## config.mk

```make
export PLATFORM = sky130hd
export DESIGN_NAME = double_to_five_byte_float
export DESIGN_NICKNAME = d
export VERILOG_FILES = /design/src/rtl/dtf_pkg.sv /design/src/rtl/double_to_five_byte_float.sv /design/src/rtl/dtf_convert.sv
export SDC_FILE = /design/constraint.sdc
export NUM_CORES = 1
export LEC_CHECK = 0
export ABC_CLOCK_PERIOD_IN_PS = 4300
export BUFFER_PORTS_ARGS = -buffer_cell sky130_fd_sc_hd__buf_2
export CORE_AREA = 2 2 99 120
export DETAILED_ROUTE_END_ITERATION = 7
export DIE_AREA = 0 0 101 122
export GPL_TIMING_DRIVEN = 0
export PLACE_DENSITY_LB_ADDON = 0.08
export SETUP_SLACK_MARGIN = 0.5
export SLEW_MARGIN = 15
export SYNTH_ARGS = -nofsm -noshare
export SYNTH_HDL_FRONTEND = slang
export SYNTH_HIERARCHICAL = 1
export SYNTH_SLANG_ARGS = --single-unit
```

## constraint.sdc

```tcl
create_clock -name clk -period 4.3 [get_ports clk]
set_clock_uncertainty 0.05 [all_clocks]
set_input_delay 0.86 -clock clk [delete_from_list [all_inputs] [get_ports clk]]
set_output_delay 0.86 -clock clk [all_outputs]
set_load 0.005 [all_outputs]
```

## src/rtl/dtf_pkg.sv

```systemverilog
// ----------------------------------------------------------------------------
// dtf_pkg: shared types and constants for the double to five-byte float block
// Field positions of the double, result codes and the result record.
// ----------------------------------------------------------------------------
package dtf_pkg;

	localparam int FracBits = 52;
	localparam int ExpBits  = 11;

	localparam logic [ExpBits-1:0] ExpAllOnes  = 11'h7FF;
	localparam logic [ExpBits-1:0] ExpZeroPt   = 11'd1023;
	localparam logic [ExpBits-1:0] ExpSmallTop = 11'd1038; // 1023 + 15
	// valid biased double exponents: e = k+1 in -128..127 -> efield 894..1149
	localparam logic [ExpBits-1:0] ExpLowest   = 11'd894;
	localparam logic [ExpBits-1:0] ExpHighest  = 11'd1149;

	typedef enum logic [1:0] {
		ST_OK      = 2'd0,
		ST_RANGE   = 2'd1,
		ST_INVALID = 2'd2
	} status_t;

	typedef struct packed {
		status_t     status;
		logic [7:0]  exponent_byte;
		logic [31:0] mantissa_bits;
	} result_t;

endpackage

```

## src/rtl/double_to_five_byte_float.sv

```systemverilog
// ----------------------------------------------------------------------------
// double_to_five_byte_float: IEEE double to five-byte float converter
// Input register, one conversion stage, output register with valid/ready.
// ----------------------------------------------------------------------------
// The input register holds the accepted request; its converted result is then
// loaded into the result register, which drives out_valid and the outputs.
// Throughput: one request per cycle unless out_ready stalls the result; conversion
// logic sits between the input register and the result register.
// Reset: arst_n asynchronously clears both stage valid bits.
module double_to_five_byte_float (
	input  logic        clk,
	input  logic        arst_n,
	input  logic        in_valid,
	output logic        in_ready,
	input  logic [63:0] value_bits,
	output logic        out_valid,
	input  logic        out_ready,
	output logic [1:0]  status,
	output logic [7:0]  exponent_byte,
	output logic [31:0] mantissa_bits
);

	logic             v_s1, v_s2;
	logic [63:0]      value_s1;
	dtf_pkg::result_t res_c, res_s2;
	logic             adv2, adv1;

	assign adv2     = !v_s2 || out_ready;
	assign adv1     = !v_s1 || adv2;
	assign in_ready = adv1;

	dtf_convert u_conv (.value_bits(value_s1), .res(res_c));

	// stage valid bits
	always_ff @(posedge clk or negedge arst_n) begin
		if (!arst_n) begin
			v_s1 <= 1'b0;
			v_s2 <= 1'b0;
		end else begin
			if (adv1) v_s1 <= in_valid;
			if (adv2) v_s2 <= v_s1;
		end
	end

	// payload registers
	always_ff @(posedge clk) begin
		if (adv1 && in_valid) value_s1 <= value_bits;
		if (adv2 && v_s1) res_s2 <= res_c;
	end

	assign out_valid     = v_s2;
	assign status        = res_s2.status;
	assign exponent_byte = res_s2.exponent_byte;
	assign mantissa_bits = res_s2.mantissa_bits;

	a_hold: assert property (@(posedge clk) disable iff (!arst_n)
		out_valid && !out_ready |=> out_valid && $stable(res_s2))
		else $error("result changed while stalled");
	a_stat: assert property (@(posedge clk) disable iff (!arst_n)
		out_valid && status != dtf_pkg::ST_OK
		|-> exponent_byte == 8'd0 && mantissa_bits == 32'd0)
		else $error("error result carries data");
	a_top: assert property (@(posedge clk) disable iff (!arst_n)
		out_valid && exponent_byte != 8'd0 |-> !mantissa_bits[31])
		else $error("mantissa top bit set");

endmodule

```

## src/rtl/dtf_convert.sv

```systemverilog
// ----------------------------------------------------------------------------
// dtf_convert: combinational conversion of one double pattern
// Classifies the value, builds the short integer form or the rounded form.
// ----------------------------------------------------------------------------
module dtf_convert (
	input  logic [63:0]     value_bits,
	output dtf_pkg::result_t res
);

	logic [10:0] efield;
	logic [51:0] frac;
	logic [52:0] sig;
	logic [3:0]  kk;
	logic [52:0] int_sh;
	logic [51:0] low_mask;
	logic        whole;
	logic [15:0] t;
	logic [31:0] m;
	logic [7:0]  eb;

	assign efield = value_bits[62:52];
	assign frac   = value_bits[51:0];
	assign sig    = {1'b1, frac};
	assign kk     = 4'(efield - dtf_pkg::ExpZeroPt);
	assign int_sh = sig >> (6'd52 - {2'b00, kk});
	assign low_mask = ~(52'hF_FFFF_FFFF_FFFF << (6'd52 - {2'b00, kk}));
	assign t = int_sh[15:0];
	assign m = sig[52:21];
	// 128 + efield - 1022, modulo 256
	assign eb = 8'(efield + 11'd130);

	always_comb begin
		res = '{status: dtf_pkg::ST_OK, exponent_byte: 8'd0, mantissa_bits: 32'd0};
		whole = (efield >= dtf_pkg::ExpZeroPt) && (efield <= dtf_pkg::ExpSmallTop)
			&& ((frac & low_mask) == 52'd0);
		if (efield == dtf_pkg::ExpAllOnes) begin
			res.status = dtf_pkg::ST_INVALID;
		end else if (efield == 11'd0) begin
			if (frac != 52'd0) res.status = dtf_pkg::ST_RANGE;
		end else if (whole) begin
			res.mantissa_bits = {8'd0, t[7:0], t[15:8], 8'd0};
		end else if (efield < dtf_pkg::ExpLowest || efield > dtf_pkg::ExpHighest) begin
			res.status = dtf_pkg::ST_RANGE;
		end else begin
			res.exponent_byte = eb;
			// round up by the next bit unless all ones; top bit cleared
			if (sig[20] && m != 32'hFFFF_FFFF)
				res.mantissa_bits = {1'b0, 31'(m + 32'd1)};
			else
				res.mantissa_bits = {1'b0, m[30:0]};
		end
	end

endmodule

```

; ---- Word-level counts from Yosys, hierarchy flattened
; Cells that the tools add are included.
[classes]
add_sub_neg = 4
order_cmp = 4
eq_ne = 2
shift = 2
muxes = 7
bitwise_logic = 2
reduce_logical = 15
[ops]
columns = operator, count
row1 = 53-bit by 6-bit >> shifter with 16-bit output, 1
row2 = 52-bit bitwise AND, 1
row3 = 52-bit zero test, 1
row4 = 52-bit NOT, 1
row5 = 52-bit nonzero test, 1
row6 = 52-bit by 6-bit left shift with 52-bit output (first input constant), 1
row7 = 40-bit two-way mux, 1
row8 = 31-bit by 1-bit adder with 31-bit output (second input constant), 1
row9 = 31-bit two-way mux, 1
row10 = 31-bit inequality test (second input constant), 1
row11 = 24-bit two-way mux, 1
row12 = 11-bit == test (second input constant), 1
row13 = 11-bit by 10-bit >= comparator with 1-bit output (second input constant), 1
row14 = 11-bit > comparator (second input constant), 1
row15 = 11-bit less-or-equal comparator (second input constant), 1
row16 = 11-bit zero test, 1
row17 = 11-bit by 10-bit less-than comparator with 1-bit output (second input constant), 1
row18 = 10-bit two-way mux, 1
row19 = 8-bit adder (second input constant), 1
row20 = 5-bit by 5-bit subtractor with 6-bit output (first input constant), 1
row21 = 1-bit logical AND, 5
row22 = 4-bit OR reduction, 1
row23 = 4-bit subtractor (second input constant), 1
row24 = 1-bit logical OR, 3
row25 = other kinds (4), 6
[totals]
reg_bits = 107
out_inout_bits = 44
wordCells = 43

; ---- Logic depth before layout (Yosys ltp)
; Gate-level depths: netlist (run 1).
[depth]
word_depth = 9
depth_mapped = 14

; ---- Modules after synthesis
; Netlist (run 1), hierarchy kept.
[modules_own_cells]
columns = mod, n_inst, cells_per_inst, area_per_inst_um2, seq_area_each_um2
row1 = double_to_five_byte_float, 1, 114, 3286.9, 3233.1
row2 = dtf_convert, 1, 431, 2977.9, 0.0

; ---- Worst setup path before layout (run 1)
; OpenSTA, ideal clock, no wires.
[synth_timing]
path_kind = register to register
startpoint = register value_s1[52]
endpoint = register res_s2, in the netlist mantissa_bits[12] (data pin)
setup_time_ps = 260
arrival_time_ps = 2931
required_ps = 3990
path_slack_ps = 1059
path_stages_with_launch = 14
n_path_buf = 4
period_less_slack_ps = 3241
cell_sequence = edfxtp_1 -> buf_2 -> buf_4 -> inv_1 -> ha_1 -> buf_2 -> xnor2_1 -> a32o_1 -> o21ai_0 -> a22oi_1 -> nor4_2 -> and3_1 -> buf_6 -> mux2_2
[synth_between]
elab_chain_len = 8
[synth_lines]
columns = item, line_no
row1 = start: declaration, double_to_five_byte_float.sv:24  ; logic [63:0] value_s1;
row2 = start signal: assignment, double_to_five_byte_float.sv:47  ; if (adv1 && in_valid) value_s1 <= value_bits;
row3 = 4-bit subtractor, dtf_convert.sv:24  ; assign kk = 4'(efield - dtf_pkg::ExpZeroPt);
row4 = 5-bit by 5-bit subtractor with 6-bit output, "dtf_convert.sv:25, dtf_convert.sv:26"
row5 = 52-bit by 6-bit left shift with 52-bit output, dtf_convert.sv:26  ; assign low_mask = ~(52'hF_FFFF_FFFF_FFFF << (6'd52 - {2'b00, kk}));
row6 = 52-bit NOT, dtf_convert.sv:26
row7 = 52-bit bitwise AND, dtf_convert.sv:35  ; && ((frac & low_mask) == 52'd0);
row8 = 52-bit zero test, dtf_convert.sv:35
row9 = 1-bit logical AND, dtf_convert.sv:35
row10 = 24-bit two-way mux, dtf_convert.sv:40  ; end else if (whole) begin
row11 = end signal: assignment, double_to_five_byte_float.sv:48  ; if (adv2 && v_s1) res_s2 <= res_c;
row12 = end: declaration, double_to_five_byte_float.sv:25  ; dtf_pkg::result_t res_c, res_s2;
; Several ways; a longest one is shown, not always the timed one.
; A chain may end at the register's enable or synchronous reset.

; ---- Worst setup path in the final report (run 1)
; Ends and elaborated chain as after synthesis.

==> results summary, run 1 <==
The top cell types in the final layout, fill and taps aside, are 129 x sky130_fd_sc_hd__buf_2, 105 x sky130_fd_sc_hd__edfxtp_1, 53 x sky130_fd_sc_hd__nor2_1, 52 x sky130_fd_sc_hd__nand2_1, 21 x sky130_fd_sc_hd__mux2i_1. The number of port buffers is 110. The clock reaches the later pin of the worst-skew pair after 0.35 ns. Counting every instance in the synthesized netlist gives 544. The cell repeated most along the worst path is sky130_fd_sc_hd__clkbuf_4.

The HPWL after detailed placement is 11,300 um. Once placement completed, the tool counted placed cells totaling 790. The floorplan die area came out at 12,300 um^2. For this run, the detailed router's first-pass iteration total came to 6. The sum of negative setup slack came out at 0 ns.

The number of endpoints with negative hold slack in the final report is 0. The number of H-tree levels came out at 3. The worst pin sits at a relative slew slack of 0.434. After the last flow step, the layout net total stands at 747. The final layout contains routed wiring with a total length of 15,200 um. The total overflow left after global routing is 0. Of the cells placed in the final design, the portion with a size suffix greater than 1 is 0.286.

The largest buffer count on any clock path came out at 2. The slew of the pin with the lowest slew margin is 0.846 ns. The final routed DRC violation total is 0. The peak clock frequency supported by timing is 279 MHz. The mapped netlist covers 6230 um^2. The largest incremental delay on the critical path came out at 0.47 ns.

The number of antenna violations at the first check in global routing came out at 0. The period utilization came out at 0.834. The total of endpoints with negative setup slack in the final report is 0.

The yosys synthesis warning count is 6. The min-delay analysis places its worst path in the category in -> async. The height of the chip came out at 122 um. In this run the mean area of a mapped cell was 11.5 um^2. The post-synthesis net count came out at 621. Entering global routing, the biggest net connects 64 pins. For the worst setup path, the data arrival time is 3.64 ns. The number of standard cells in the layout, taps in and fillers out came out at 810. Across the run, the number of max-cap violations was 0. The layout overhead on the synthesized area is 18.5%. Leaving out fill and tap cells, the most frequent cell in the layout is sky130_fd_sc_hd__buf_2. The placeable core region came out at 11,300 um^2. The number of vias in the routed layout came out at 4,830.

The final number of max-transition violations is 0. Subtracting the final worst setup slack from the clock period gives 3.59 ns. The count of nets left with antenna violations once routing finished came out at 0. The worst-path cell with the longest stage delay is sky130_fd_sc_hd__edfxtp_1. Hold repair after CTS inserted 0 buffers. For this design the ratio of total power to cell area is 356 nW/um^2. The minimum setup slack in the final design came out at 0.714 ns. The initial cell density of the core is 0.552.

The via count of the first global-routing pass is 4,528. The category of the worst setup path launch point is a register. Setup repair after global routing left no endpoint under its margin. The reported leakage power is 2.79 nW. 0 antenna diodes ended up in the layout. The cell at the root of the clock tree is sky130_fd_sc_hd__clkbuf_16. Along the worst path, the maximum fanout reaches 10.

The via count normalized by instance count is 5.96. The worst register-to-register path begins at value_s1[52]$_DFFE_PP_. The total track usage is 0.256. The logic depth of the worst register-to-register path is 13. The register clock-pin slew on the reported worst setup and hold paths is 0.08 ns. The wire length of the first global-routing pass came out at 23,700 um. The post-placement setup slack came out at 0.232 ns. The floorplan step set the die width to 101 um.

For the worst setup path, the data required time is 4.35 ns. In this run the critical register-to-register path is captured at mantissa_bits[12]$_DFFE_PP_. The total I/O pin count is 112. In this run the register-to-register setup slack is 0.71 ns. The DRC violation total after the first TritonRoute iteration is 514.

At the end of routability-driven placement, the weighted congestion stood at 0.943. The worst voltage drop across the vdd grid is 311 uV. The row count came out at 43. STA classifies the critical path endpoint as a register.

The final routed wire length divided by cell count is 18.8 um. The CTS tree is done. In this run, CTS created clock tree buffers numbering 9.

The run finished with clean final reports. The critical path goes through clkbuf_4 > buf_4 > inv_1 > ha_4 > clkbuf_4 > xnor2_1 > a32o_1 > o21ai_0 > a22oi_1 > nor4_4 > and3_1 > buf_6 > mux2_2. The number of sinks driven by the clock tree came out at 107. The setup path with the least slack is of type reg -> reg.
==> how the worst max path moves through the flow <==
| stage | startpoint | to | cells after the start |
|---|---|---|---|
| after floorplan | value_s1[52]$_DFFE_PP_ | mantissa_bits[12]$_DFFE_PP_ | 13 |
| final | value_s1[52]$_DFFE_PP_ | mantissa_bits[12]$_DFFE_PP_ | 13 |
| after global routing | value_s1[52]$_DFFE_PP_ | mantissa_bits[12]$_DFFE_PP_ | 13 |
| after CTS | value_s1[52]$_DFFE_PP_ | mantissa_bits[29]$_DFFE_PP_ | 13 |
| after global placement | value_s1[52]$_DFFE_PP_ | mantissa_bits[12]$_DFFE_PP_ | 12 |
| after detailed placement | value_s1[52]$_DFFE_PP_ | mantissa_bits[12]$_DFFE_PP_ | 12 |
==> state kept, by name (all words and copies together), names as in the netlist <==
register       flops
exponent_byte      8
mantissa_bits     32
out_valid          1
status             2
v_s1               1
value_s1          63
==> cell type report <==
class / count / area, um^2
Tap cell: 135 / 169
Clock inverter: 7 / 106
Timing Repair Buffer: 115 / 601
Clock buffer: 9 / 225
Sequential cell: 107 / 3200
Multi-Input combinational cell: 380 / 2790
Buffer: 42 / 233
Inverter: 15 / 56.3
Fill cell: 862 / 3910
==> where the power goes <==
part	switching (mW)	internal [mW]	total (mW)	leakage, nW
logic	0.279	0.206	0.485	1.58
clock network	0.405	0.473	0.878	0.156
registers	0.0373	1.23	1.27	1.05
==> stage by stage <==
step	cell area [um^2]	util	power, mW	hold slack, ns
detailed placement	6980	0.617	1.75	0.486
floorplan	6230	-	1.59	0.461
finish	7390	0.654	2.63	0.230
CTS	7350	0.651	2.63	0.220
global route	7390	0.654	2.73	0.221
global placement	6950	0.616	1.74	0.473
==> repair_timing <==
| item | in CTS | in global routing |
|---|---|---|
| endpoints found under the setup margin | 35 | 36 |
| resized for setup | 3 | 6 |
| endpoints found under the hold margin | 0 | 0 |
| pin swaps | 2 | 1 |
| setup buffers | 3 | 1 |
==> metal layers <==
layer / track usage / vias to the layer above / routed length, um
met5: 0 / - / 0
li1: - / 2290 / -
met3: 0.0470 / 40 / 1070
met4: 0.107 / 0 / 466
met2: 0.415 / 246 / 7380
met1: 0.340 / 2254 / 6310
==> critical path: cells and delay by family, from the launching register on <==
kind | cells | cell delay (ns)
muxes | 1 | 0.34
adders and majority gates | 1 | 0.26
xor gates and xnor gates | 1 | 0.18
AOI/OAI and AO/OA | 3 | 0.58
and+or+nand+nor | 2 | 0.53
buffers and inverters | 5 | 0.92
DFF | 1 | 0.47
Note: power is estimated with default switching activity, not from simulation.
==> inputs of run 2 (changes only) <==
--- a/config.mk
+++ b/config.mk
@@ -5,11 +5,11 @@
 export SDC_FILE = /design/constraint.sdc
 export NUM_CORES = 1
 export LEC_CHECK = 0
-export ABC_CLOCK_PERIOD_IN_PS = 4300
+export ABC_CLOCK_PERIOD_IN_PS = 3000
 export BUFFER_PORTS_ARGS = -buffer_cell sky130_fd_sc_hd__buf_2
-export CORE_AREA = 2 2 99 120
+export CORE_AREA = 2 2 105 127
 export DETAILED_ROUTE_END_ITERATION = 7
-export DIE_AREA = 0 0 101 122
+export DIE_AREA = 0 0 107 129
 export GPL_TIMING_DRIVEN = 0
 export PLACE_DENSITY_LB_ADDON = 0.08
 export SETUP_SLACK_MARGIN = 0.5
==> constraint.sdc (replaced) <==
create_clock -name clk -period 3 [get_ports clk]
set_clock_uncertainty 0.05 [all_clocks]
set_input_delay 0.6 -clock clk [delete_from_list [all_inputs] [get_ports clk]]
set_output_delay 0.6 -clock clk [all_outputs]
set_load 0.005 [all_outputs]
==> run 2 against run 1 <==
  * The run now ends with negative setup slack left
  * Global-route usage shrank 1.7 points
  * Design area grew 8.0%
  * Clock power rose by 46%
  * Largest cell class unchanged
==> results summary, run 2 (same netlist as run 1, synthesis figures left out) <==
The slew of the pin with the lowest slew margin came to 0.768 ns (-0.0789 ns). The total track usage came to 0.239 (-0.0175). The number of H-tree levels is 3 (unchanged).

The register clock-pin slew on the reported worst setup and hold paths is 0.08 ns (about the same). The height of the chip was 129 um (+5.7%). More flip-flops sit in one register than any other, and that register is value_s1. The number of endpoints with negative hold slack in the final report came out at 0 (unchanged). The number of iterations in the first detailed-routing pass is 4 (-2).

In the layout the commonest cells are 121 x sky130_fd_sc_hd__buf_2, 105 x sky130_fd_sc_hd__edfxtp_1, 51 x sky130_fd_sc_hd__nand2_1, 40 x sky130_fd_sc_hd__nor2_1, 21 x sky130_fd_sc_hd__buf_4. The internal power summed over all cells is 2.86 mW (+50%). Leaving out fill and tap cells, the most frequent cell in the layout is sky130_fd_sc_hd__buf_2. The placed wire-length estimate after detailed placement was 11,800 um (+5.3%). The proportion of power drawn by flip-flops and latches is 0.466 (-0.016). The source-to-sink clock delay at the later pin of the worst-skew pair was 0.35 ns (about the same). The wire length of the first global-routing pass came out at 24,900 um (+5.1%). The number of sinks driven by the clock tree is 107 (unchanged). The peak clock frequency supported by timing came out at 326 MHz (+17%). The via count of the first global-routing pass was 4,768 (+5.3%). The placed cell count was 819 (+3.7%).

The number of vias in the routed layout is 4,939 (+2.3%). The required time reported for the critical path endpoint was 3.05 ns (-1.30 ns). The number of antenna violations at the first check in global routing is 0 (unchanged). The floorplan die area came out at 13,800 um^2 (+12%). The number of flip-flops under the largest register name came out at 63 (unchanged). The final reports fail on negative setup slack.

The clock period minus worst slack came out at 3.07 ns (-0.517 ns). In this run the worst setup path begins at value_s1[53]$_DFFE_PP_. The antenna diode count was 0 (unchanged). The minimum setup slack in the final design came out at -0.0690 ns (-0.783 ns).

TritonCTS built the clock tree. The endpoint of the worst register-to-register path is mantissa_bits[22]$_DFFE_PP_. The total of endpoints with negative setup slack in the final report is 31 (+31). The worst register-to-register path begins at value_s1[53]$_DFFE_PP_.

The final routed DRC violation total came out at 0 (unchanged). The width of the die is 107 um (+5.9%). The row count was 45 (+4.7%). The final routed wire length divided by cell count is 18.8 um (about the same). The type of the worst min-delay path is in -> reg.

The end point of the most critical hold path is value_s1[37]$_DFFE_PP_. The total I/O pin count is 112 (unchanged). The fraction of final layout cells with drive strength greater than 1 came out at 0.376 (+0.0900).

The largest buffer count on any clock path is 2 (unchanged). The number of standard cells in the layout, taps in and fillers out came out at 861 (+6.3%). The pin count of the biggest net entering global routing was 64 (unchanged). The category of the worst setup path launch point is a register. The via count normalized by instance count came out at 5.74 (-3.8%). The logic depth of the worst register-to-register path is 11 (-2). The worst voltage drop across the vdd grid is 333 uV (+7.0%). The fraction of power spent switching nets is 0.267 (-0.00739).

The reported leakage power is 3.02 nW (+8.2%). The placeable core region came out at 12,600 um^2 (+11%). The relative max-transition margin came out at 0.488 (+0.0543). The largest incremental delay on the critical path came out at 0.48 ns (about the same). The largest individual stage delay along the critical path comes from the cell sky130_fd_sc_hd__edfxtp_1. The core occupancy in the finished layout came to 0.635 (-0.0184). The minimum setup slack among reg-to-reg paths is -0.07 ns (-0.78 ns). The part of the power in combinational logic was 0.206 (+0.021). The tree is rooted in a sky130_fd_sc_hd__clkbuf_16. The switching power came out at 1.04 mW (+44%). The power per cell area is 489 nW/um^2 (+37%). The remaining global-route overflow is 0 (unchanged). The initial cell density of the core is 0.497 (-0.0553).

The most numerous cell type found on the critical path is sky130_fd_sc_hd__buf_8. The critical path goes through ha_2 > buf_8 > and3b_2 > buf_4 > o221ai_2 > o21ai_1 > nand4_1 > nor4_4 > and3_4 > buf_8 > mux2_4. The net count of the finished layout is 770 (+3.1%). The hold path depth came out at 1. The flow ran to the end, but the final reports show violations. The layout overhead on the synthesized area came out at 28.0%. The period utilization is 1.02 (+0.189). The share of total power in the clock network is 0.329 (-0.005). The worst-path maximum fanout was 8 (-2).

The number of port buffers was 110 (unchanged). The DRC violation total after the first TritonRoute iteration is 279 (-46%). The final wirelength came out at 16,200 um (+6.3%).

The setup path with the least slack is of type reg -> reg. The max-cap violation count came to 0 (unchanged). The number of buffers created by CTS came to 9 (unchanged). The worst hold path begins at value_bits[37]. The number of nets with antenna violations after detailed routing came out at 0 (unchanged). The final number of max-transition violations came to 0 (unchanged). The category of the worst setup path capture point is a register. The data arrival at the endpoint of the critical path came out at 3.12 ns (-0.52 ns). Setup repair after global routing could not meet its margin everywhere. The fill cell instance count of the final layout came to 986 (+14%).

The placer congestion estimate came to 0.934 (-0.99%).
## run 2: changes by cell type in the layout (fill, tap and decap cells not counted), moves of 4 or more
cell	before	now
sky130_fd_sc_hd__buf_4	7	21
sky130_fd_sc_hd__buf_2	129	121
sky130_fd_sc_hd__o21ai_1	0	4
sky130_fd_sc_hd__buf_6	2	15
sky130_fd_sc_hd__o21ai_0	15	11
sky130_fd_sc_hd__ha_1	8	4
sky130_fd_sc_hd__nor2_1	53	40
sky130_fd_sc_hd__nor2_2	0	13
## run 2: metal layers
| metal | up-vias | global-route usage | wire length, um |
|---|---|---|---|
| met5 | - | 0 | 0 |
| met4 | 0 | 0.108 | 593 |
| met3 | 36 | 0.0471 | 953 |
| met2 | 202 | 0.401 | 7950 |
| met1 | 2371 | 0.300 | 6690 |
| li1 | 2330 | - | - |
## run 2: per-stage QoR
step | hold slack [ns] | area [um^2] | TNS, ns | worst slack (ns) | total power, mW
2_1_floorplan | 0.254 | 6320 | 0 | 0.0465 | 2.30
3_3_place_gp | 0.335 | 7080 | -21.50 | -0.633 | 2.53
3_5_place_dp | 0.338 | 7100 | -21.82 | -0.650 | 2.54
4_1_cts | 0.362 | 7840 | 0 | 0.000170 | 3.90
5_1_grt | 0.359 | 7980 | -3.61 | -0.144 | 4.05
6_report | 0.369 | 7980 | -0.713 | -0.0690 | 3.90
## run 2: area by class of cell
| type | count | area, um^2 | share of cell area |
|---|---|---|---|
| inverters | 15 | 63.8 | 0.00800 |
| clock inverters | 6 | 97.6 | 0.0122 |
| multi-input cells | 380 | 3050 | 0.382 |
| plain buffers | 42 | 319 | 0.0400 |
| well taps | 164 | 205 | 0.0257 |
| flip-flops and latches | 107 | 3200 | 0.402 |
| clock buffers | 9 | 225 | 0.0282 |
| repair buffers | 138 | 816 | 0.102 |
## run 2: worst max-delay path by stage
stage          cells after the start                           to  slack (ns)
3_5_place_dp                      12  mantissa_bits[22]$_DFFE_PP_       -0.65
4_1_cts                           13  mantissa_bits[22]$_DFFE_PP_      0.0002
2_1_floorplan                     12  mantissa_bits[12]$_DFFE_PP_        0.05
6_report                          11  mantissa_bits[22]$_DFFE_PP_       -0.07
3_3_place_gp                      12  mantissa_bits[12]$_DFFE_PP_       -0.63
5_1_grt                           11  mantissa_bits[22]$_DFFE_PP_       -0.14
## run 2: critical path, delay by kind of cell (launching register included)
family / cells / cell delay, ns
simple gates: 4 / 1.06
compound gates: 2 / 0.29
mux: 1 / 0.29
flops: 1 / 0.48
buf+inv: 3 / 0.40
fa+ha+maj: 1 / 0.25
## run 2: repair_timing
item	in CTS	in global routing
endpoints found under the setup margin	40	39
hold buffers	1	0
endpoints found under the hold margin	2	0
cloned	2	1
resized for setup	63	18
buffers inserted	17	6
pin swaps	17	10
## run 2: power groups by stage
stage               Clock (mW)  Combinational (mW)  Sequential (mW)
CTS                       1.30               0.778             1.81
floorplan                    0               0.461             1.84
global route              1.36               0.865             1.82
detailed placement           0               0.695             1.85
global placement             0               0.684             1.85
finish                    1.28               0.802             1.81
